[src/hdl/sfh_pkg.sv]
`timescale 1ns / 1ps
// Shared types and constants for the fixed-point vector length block.
// No dependencies; imported by every module under hdl.
package sfh_pkg;

  localparam int FRAC_BITS = 16;                // fraction bits of the 16.16 format
  localparam int DEF_MAX_ROUNDS = 16;           // default reflection round limit
  localparam logic [31:0] MAG_LIMIT = 32'h2fff_ffff;
  localparam logic [31:0] FOUR_FIX = 32'h0004_0000;
  localparam logic [31:0] DIV_ZERO_QUOT = 32'h7fff_ffff;

  typedef struct packed {
    logic signed [31:0] x_value;
    logic signed [31:0] y_value;
  } sfh_in_t;

  typedef struct packed {
    logic [30:0] distance;
    logic        overflow;
  } sfh_out_t;

  // Request to the shared divider: quotient = (dividend << 16) / divisor.
  typedef struct packed {
    logic        start;
    logic [31:0] dividend;
    logic [31:0] divisor;
  } sfh_div_req_t;

endpackage

[src/hdl/safe_fixed_point_hypot.sv]
`timescale 1ns / 1ps
// Vector length sqrt(x*x + y*y) of two signed 16.16 values, without forming squares.
// Depends on sfh_pkg, sfh_div and sfh_mul.
//
// Pulse start while busy is low to transfer one operand pair; the block raises
// busy and runs a reflection iteration on the magnitudes (larger a, smaller b):
// r = (b/a)^2, r = r/(r+4), a += 2*a*r, b *= r, until r reaches zero or
// MAX_ROUNDS rounds are done. One divider (one quotient bit per cycle) and one
// 32x32 multiplier (registered product) are shared by all steps. A converging
// final round only finds the squared ratio zero; most inputs need only a few
// rounds. Overflow and zero inputs give their result from the check state,
// without entering the loop. Busy drops in the cycle of the result. The
// result shows for exactly one cycle with result_valid high and must be
// captured then: the receiver cannot stall it. A larger magnitude above
// 0x2fffffff, including the most negative input, gives distance 0, overflow 1.
module safe_fixed_point_hypot #(
  parameter int MAX_ROUNDS = sfh_pkg::DEF_MAX_ROUNDS
) (
  input  logic              clk,
  input  logic              rst,
  input  logic              start,
  output logic              busy,
  input  sfh_pkg::sfh_in_t  operands,
  output logic              result_valid,
  output sfh_pkg::sfh_out_t result
);
  import sfh_pkg::*;

  localparam int RW = $clog2(MAX_ROUNDS + 1);

  localparam logic [3:0] S_IDLE   = 4'd0;
  localparam logic [3:0] S_ORDER  = 4'd1;
  localparam logic [3:0] S_CHECK  = 4'd2;
  localparam logic [3:0] S_D1GO   = 4'd3;
  localparam logic [3:0] S_D1WAIT = 4'd4;
  localparam logic [3:0] S_SQ     = 4'd5;
  localparam logic [3:0] S_TEST   = 4'd6;
  localparam logic [3:0] S_D2GO   = 4'd7;
  localparam logic [3:0] S_D2WAIT = 4'd8;
  localparam logic [3:0] S_GROW   = 4'd9;
  localparam logic [3:0] S_SHRINK = 4'd10;
  localparam logic [3:0] S_UPD    = 4'd11;

  logic [3:0]    state;
  logic [31:0]   a;
  logic [31:0]   b;
  logic [31:0]   t;
  logic [RW-1:0] round;
  logic [RW-1:0] round_next;

  sfh_div_req_t  div_req;
  logic          div_done;
  logic [31:0]   div_quot;
  logic [31:0]   mul_a;
  logic [31:0]   mul_b;
  logic [31:0]   mul_prod;
  logic [31:0]   x_mag;
  logic [31:0]   y_mag;

  // Two's complement magnitude; the most negative value stays 0x80000000
  // and is caught by the limit check.
  assign x_mag = operands.x_value[31] ? 32'(-operands.x_value) : operands.x_value;
  assign y_mag = operands.y_value[31] ? 32'(-operands.y_value) : operands.y_value;

  assign busy       = (state != S_IDLE);
  assign round_next = round + RW'(1);

  // Issue divisions: b/a to form the ratio, then r/(r+4).
  always_comb begin
    div_req = '0;
    if (state == S_D1GO) begin
      div_req.start    = 1'b1;
      div_req.dividend = b;
      div_req.divisor  = a;
    end else if (state == S_D2GO) begin
      div_req.start    = 1'b1;
      div_req.dividend = t;
      div_req.divisor  = t + FOUR_FIX;
    end
  end

  // Steer the shared multiplier; its product is ready in the next cycle.
  always_comb begin
    mul_a = '0;
    mul_b = '0;
    unique case (state)
      S_SQ: begin
        mul_a = t;
        mul_b = t;
      end
      S_GROW: begin
        mul_a = {a[30:0], 1'b0};
        mul_b = t;
      end
      S_SHRINK: begin
        mul_a = b;
        mul_b = t;
      end
      default: begin
        mul_a = '0;
        mul_b = '0;
      end
    endcase
  end

  sfh_div u_div (
    .clk      (clk),
    .rst      (rst),
    .req      (div_req),
    .done     (div_done),
    .quotient (div_quot)
  );

  sfh_mul u_mul (
    .clk     (clk),
    .op_a    (mul_a),
    .op_b    (mul_b),
    .product (mul_prod)
  );

  always_ff @(posedge clk) begin
    if (rst) begin
      state        <= S_IDLE;
      result_valid <= 1'b0;
      round        <= '0;
    end else begin
      result_valid <= 1'b0;
      unique case (state)
        S_IDLE: begin
          if (start) begin
            a     <= x_mag;
            b     <= y_mag;
            state <= S_ORDER;
          end
        end
        S_ORDER: begin
          // Keep the larger magnitude in a.
          if (a < b) begin
            a <= b;
            b <= a;
          end
          state <= S_CHECK;
        end
        S_CHECK: begin
          round <= '0;
          if (a > MAG_LIMIT) begin
            result.distance <= '0;
            result.overflow <= 1'b1;
            result_valid    <= 1'b1;
            state           <= S_IDLE;
          end else if (a == '0) begin
            result.distance <= '0;
            result.overflow <= 1'b0;
            result_valid    <= 1'b1;
            state           <= S_IDLE;
          end else begin
            state <= S_D1GO;
          end
        end
        S_D1GO: begin
          state <= S_D1WAIT;
        end
        S_D1WAIT: begin
          if (div_done) begin
            t     <= div_quot;
            state <= S_SQ;
          end
        end
        S_SQ: begin
          state <= S_TEST;
        end
        S_TEST: begin
          // Converged once the squared ratio vanishes.
          if (mul_prod == '0) begin
            result.distance <= a[30:0];
            result.overflow <= 1'b0;
            result_valid    <= 1'b1;
            state           <= S_IDLE;
          end else begin
            t     <= mul_prod;
            state <= S_D2GO;
          end
        end
        S_D2GO: begin
          state <= S_D2WAIT;
        end
        S_D2WAIT: begin
          if (div_done) begin
            t     <= div_quot;
            state <= S_GROW;
          end
        end
        S_GROW: begin
          state <= S_SHRINK;
        end
        S_SHRINK: begin
          a     <= a + mul_prod;
          state <= S_UPD;
        end
        S_UPD: begin
          b     <= mul_prod;
          round <= round_next;
          if (round_next == RW'(MAX_ROUNDS)) begin
            result.distance <= a[30:0];
            result.overflow <= 1'b0;
            result_valid    <= 1'b1;
            state           <= S_IDLE;
          end else begin
            state <= S_D1GO;
          end
        end
        default: begin
          state <= S_IDLE;
        end
      endcase
    end
  end

endmodule

[src/hdl/sfh_div.sv]
`timescale 1ns / 1ps
// Shared fixed-point divider, one quotient bit per cycle.
// Depends on sfh_pkg for the request type and format constants.
module sfh_div (
  input  logic                 clk,
  input  logic                 rst,
  input  sfh_pkg::sfh_div_req_t req,
  output logic                 done,
  output logic [31:0]          quotient
);
  import sfh_pkg::*;

  localparam int CW = $clog2(FRAC_BITS + 1);

  logic [31:0]   divisor;
  logic [31:0]   rem;
  logic [FRAC_BITS:0] quot;
  logic [CW-1:0] cnt;
  logic          by_zero;
  logic [32:0]   shifted;
  logic [32:0]   diff;
  logic          ge;

  assign shifted = {rem, 1'b0};
  assign diff    = shifted - {1'b0, divisor};
  assign ge      = shifted >= {1'b0, divisor};

  // Callers guarantee dividend <= divisor, so the integer part is one bit.
  always_ff @(posedge clk) begin
    if (rst) begin
      cnt  <= '0;
      done <= 1'b0;
    end else begin
      done <= 1'b0;
      if (req.start) begin
        cnt     <= CW'(FRAC_BITS);
        divisor <= req.divisor;
        by_zero <= (req.divisor == '0);
        if (req.dividend >= req.divisor) begin
          rem  <= req.dividend - req.divisor;
          quot <= (FRAC_BITS + 1)'(1);
        end else begin
          rem  <= req.dividend;
          quot <= '0;
        end
      end else if (cnt != '0) begin
        rem  <= ge ? diff[31:0] : shifted[31:0];
        quot <= {quot[FRAC_BITS-1:0], ge};
        cnt  <= cnt - CW'(1);
        if (cnt == CW'(1)) begin
          done <= 1'b1;
        end
      end
    end
  end

  assign quotient = by_zero ? DIV_ZERO_QUOT : {{(32 - FRAC_BITS - 1){1'b0}}, quot};

endmodule

[src/hdl/sfh_mul.sv]
`timescale 1ns / 1ps
// Shared fixed-point multiplier with a registered product.
// Depends on sfh_pkg for the fraction width.
module sfh_mul (
  input  logic        clk,
  input  logic [31:0] op_a,
  input  logic [31:0] op_b,
  output logic [31:0] product
);
  import sfh_pkg::*;

  logic [63:0] prod_full;

  always_ff @(posedge clk) begin
    prod_full <= 64'(op_a) * 64'(op_b);
  end

  // Drop the fraction bits and keep 32 bits of the 16.16 result.
  assign product = prod_full[FRAC_BITS +: 32];

endmodule

[config.mk]
export PLATFORM = sky130hd
export DESIGN_NAME = safe_fixed_point_hypot
export DESIGN_NICKNAME = d
export VERILOG_FILES = /design/src/hdl/sfh_pkg.sv /design/src/hdl/safe_fixed_point_hypot.sv /design/src/hdl/sfh_div.sv /design/src/hdl/sfh_mul.sv
export SDC_FILE = /design/constraint.sdc
export NUM_CORES = 2
export LEC_CHECK = 0
export BUFFER_PORTS_ARGS = -buffer_cell sky130_fd_sc_hd__buf_2
export CELL_PAD_IN_SITES_DETAIL_PLACEMENT = 1
export CELL_PAD_IN_SITES_GLOBAL_PLACEMENT = 2
export CORE_ASPECT_RATIO = 1.75
export CORE_MARGIN = 3
export CORE_UTILIZATION = 35
export CTS_CLUSTER_SIZE = 12
export DETAILED_ROUTE_END_ITERATION = 8
export PLACE_DENSITY_LB_ADDON = 0.2
export SYNTH_ARGS = -nofsm -noshare
export SYNTH_HDL_FRONTEND = slang
export SYNTH_SLANG_ARGS = --single-unit
[constraint.sdc]
create_clock -name clk -period 9.9 [get_ports clk]
set_input_delay 0.495 -clock clk [delete_from_list [all_inputs] [get_ports clk]]
set_output_delay 0.495 -clock clk [all_outputs]
set_load 0.01 [all_outputs]
==> run_results.csv <==
group,metric,value,unit
outcome,status,"complete, no violations",
clock_network,cts.sink_count,258,
place,place.detailed.hpwl,183000,um
job,maxCapViolCount,0,
synthesis,synth_flop_cell,"edfxtp_1",
clock_network,cts_tree,"yes",
global_route,grt_pass1_vias,43473,
synthesis,syn_area_per_cell,8.84,um2
timing,worst_pin_slew,1180,ps
finish,final_core_util,38.7,%
finish,drive_above_1_share,7.85,%
place,placedCellCount,6882,
timing,layout_min_cycle_time,9650,ps
floorplan,rows,174,
clock_network,clock_path_buffers,3,
global_route,grt_max_degree,71,
min_path,min-delay-start,"operands[29]",
worst_setup_path,r2r_cells,28,
worst_setup_path,cp_max_fo,70,
worst_setup_path,crit_required,10360,ps
synthesis,synthArstFlopShare,0,%
worst_setup_path,path_class,"reg -> reg",
worst_setup_path,critPathBufInv,5,
route,wl_per_cell,31.4,um
global_route,grt_pass1_wl,309000,um
worst_setup_path,cp-start-kind,"flip-flop",
timing,skew,37.6,ps
global_route,grt_overflow,0,
floorplan,core_area,129000,um2
power,p_int,0.00267,W
synthesis,ys_warn_count,0,
floorplan,ioPinCount,101,
global_route,grt_use_total,32.3,%
power,powerDensity,90.7,nW/um2
clock_network,ctsHtreeMaxLevel,1,
global_route,antenna_found_initial,8,
place,io_buffers,100,
power,p_comb_share,42.1,%
power,power.switching,0.00186,W
clock_network,postCtsHoldBufs,0,
clock_network,root_buffer,"clkbuf_16",
synthesis,syn_area,45500,um2
worst_setup_path,cpPeakStageDelay,740,ps
timing,slew_viol_final,0,
clock_network,clk_pin_slew,70,ps
synthesis,synth_edf_count,210,
worst_setup_path,worst_ep_arrival_time,10110,ps
worst_setup_path,cpMostUsedCell,"fa_1",
timing,max-slew-margin-rel,21.6,%
clock_network,numCtsBuffers,26,
power,p_leak,22.7,nW
synthesis,syn_inst,5146,
timing,fin_crit_sh,97.4,%
worst_setup_path,reg2reg_from,"state[3]",
route,vias,39155,
route,firstDrtPassIters,6,
worst_setup_path,critPathSlowestCell,"dfxtp_1",
route,viasPerCell,5.65,
route,wl,218000,um
worst_setup_path,reg2reg_slack,250,ps
timing,final-hold-violation-count,0,
place,placed_cell_area,49100,um2
route,ant_nets,0,
place,gp_congestion,1.01,
power,swShare,41.1,%
clock_network,insertion_delay,610,ps
min_path,whs_path_depth,3,
synthesis,synth-seq-cells,258,
timing,rsz0062_at_grt,"false",
worst_setup_path,r2r_end,"u_mul.prod_full[47]",
power,ir_drop,0.131,mV
worst_setup_path,crit_path_end_kind,"flip-flop",
floorplan,die_x,279,um
floorplan,initial_core_util,35.3,%
finish,finalNonFillerCells,6935,
timing,finalSetupViolations,0,
finish,area_growth,9.61,%
power,pwr-share-clk,22.4,%
synthesis,yosysSeqAreaShare,16.0,%
route,drc_errors,0,
power,p_seq_share,35.5,%
synthesis,yosysUniqueCellTypes,79,
min_path,min_to,"b[29]",
finish,fin_area,49900,um2
finish,fin_nets,6392,
worst_setup_path,cpLargestDelayFamily,"adder cells",
min_path,min_path_type,"in -> reg",
timing,fmax,104,MHz
floorplan,die-area,135000,um2
timing,tns,0,ps
route,initialDrtViolationCount,2602,
floorplan,die_y,483,um
synthesis,synthesis.nets,6300,
Yosys cell counts, drive strengths merged, types with 7 or more instances:
master     n  area, um2
inv      887       3330
fa       781      15600
nor2     636       2390
nand2    584       2190
ha       306       3830
clkbuf   263        987
edfxtp   210       6310
o21ai    176        885
and2     144        901
a21oi    134        671
xnor2    119       1040
a22oi    106        796
a21o      93        698
xor2      89        780
dfxtp     48        961
nand3     40        200
nor2b     38        238
nor3      36        180
a22o      33        289
nand4     32        200
a211oi    30        225
o21a      27        203
o31ai     27        208
nor4      23        144
and3      21        131
or4       19        150
o21bai    18        135
a31oi     17        106
nand2b    16        100
o41ai     14        123
or3       14       92.6
buf       13       48.8
a222oi    12        120
mux2i     11        110
o211ai    11       82.6
o221ai    11       96.3
a2111oi    8       70.1
a21boi     8       60.1
a41oi      8       70.1
a211o      7       61.3
o2111ai    7       61.3
or2        7       43.8
placed cells by master (no fill, tap or decap), types with 26 or more instances in the layout:
cell,netlist,routed
inv_1,887,887
fa_1,781,781
nor2_1,636,635
nand2_1,584,583
ha_1,306,306
buf_4,0,235
edfxtp_1,210,210
o21ai_0,171,159
and2_1,141,138
a21oi_1,134,131
xnor2_1,119,119
a22oi_1,106,105
buf_2,0,100
a21o_1,93,92
xor2_1,89,89
dfxtp_1,48,47
nand3_1,40,40
nor2b_1,38,36
nor3_1,36,36
a22o_1,33,33
nand4_1,32,32
a211oi_1,30,30
o21a_1,27,27
clkbuf_16,0,27
o31ai_1,26,26
registers in the layout (all words and copies together), names as in the netlist, 4 cells and up:
signal	count
b	32
u_mul.prod_full	32
state	4
u_div.cnt	5
t	32
a	32
u_div.quot	17
u_div.divisor	32
u_div.rem	32
result	32
round	5
stage by stage:
| step | power [W] | hold WS [ps] | setup slack, ps |
|---|---|---|---|
| 2_1_floorplan | 0.00280 | 466 | 552 |
| 3_3_place_gp | 0.00350 | 493 | 103 |
| 3_5_place_dp | 0.00352 | 510 | 16.9 |
| 4_1_cts | 0.00455 | 244 | 1.08 |
| 5_1_grt | 0.00477 | 301 | 0.624 |
| 6_report | 0.00453 | 263 | 254 |
layer usage:
| metal | track usage [%] | vias to the layer above | share of wire [%] |
|---|---|---|---|
| met4 | 28.6 | 2 | 11 |
| li1 | - | 16567 | - |
| met3 | 3.40 | 720 | 4.3 |
| met5 | 0 | - | 0.0069 |
| met2 | 59.5 | 1391 | 52 |
| met1 | 31.8 | 20475 | 32 |
how the worst max path moves through the flow:
stage,start,end,cells past startpoint
3_3_place_gp,state[1],u_mul.prod_full[47],32
5_1_grt,state[2],u_mul.prod_full[47],32
6_report,state[3],u_mul.prod_full[47],28
4_1_cts,state[1],u_mul.prod_full[43],31
2_1_floorplan,state[0],u_mul.prod_full[47],36
3_5_place_dp,state[1],u_mul.prod_full[43],31
kinds of logic (layout without fill, tap and decap cells):
family                   after synthesis  after routing  synth area share (%)
AND/OR/NAND/NOR                     1632           1632                  15.7
buffers and inverters               1163           1275                  9.59
adder cells (fa/ha/maj)             1087           1087                  42.8
AO/OA/AOI/OAI                        786            786                  11.7
flip-flops                           258            258                  16.0
XOR/XNOR                             208            208                  4.00
multiplexers                          12             12                 0.267
other                                  0              5                     0
worst reg2reg max path, delay by kind of cell, from the launching register on:
family                     cells  cell delay (ps)
adders and majority gates      9             4290
AOI/OAI and AO/OA              8             1960
and+or+nand+nor                5             1450
buffers and inverters          5              950
DFF                            1              740
xor gates and xnor gates       1               90
area by class of cell:
type | instances | area [um2]
fillers | 15083 | 79000
multi-input cells | 3725 | 34000
flip-flops and latches | 258 | 7270
inverters | 887 | 3330
repair buffers | 340 | 2360
well taps | 1672 | 2090
clock buffers | 46 | 777
clock inverters | 2 | 21.3
diodes | 5 | 12.5
what timing repair did:
| action | CTS | global route |
|---|---|---|
| resized for setup | 0 | 2 |
| setup endpoints to repair | 0 | 11 |
| buffers inserted | 0 | 0 |
power groups by stage:
stage / clock network [W] / registers [W] / logic (W)
floorplan: 0 / 0.00155 / 0.00125
global placement: 0 / 0.00162 / 0.00188
detailed placement: 0 / 0.00162 / 0.00190
CTS: 0.00104 / 0.00160 / 0.00191
global route: 0.00106 / 0.00162 / 0.00210
finish: 0.00101 / 0.00161 / 0.00191
Note: power is estimated with default switching activity, not from simulation.
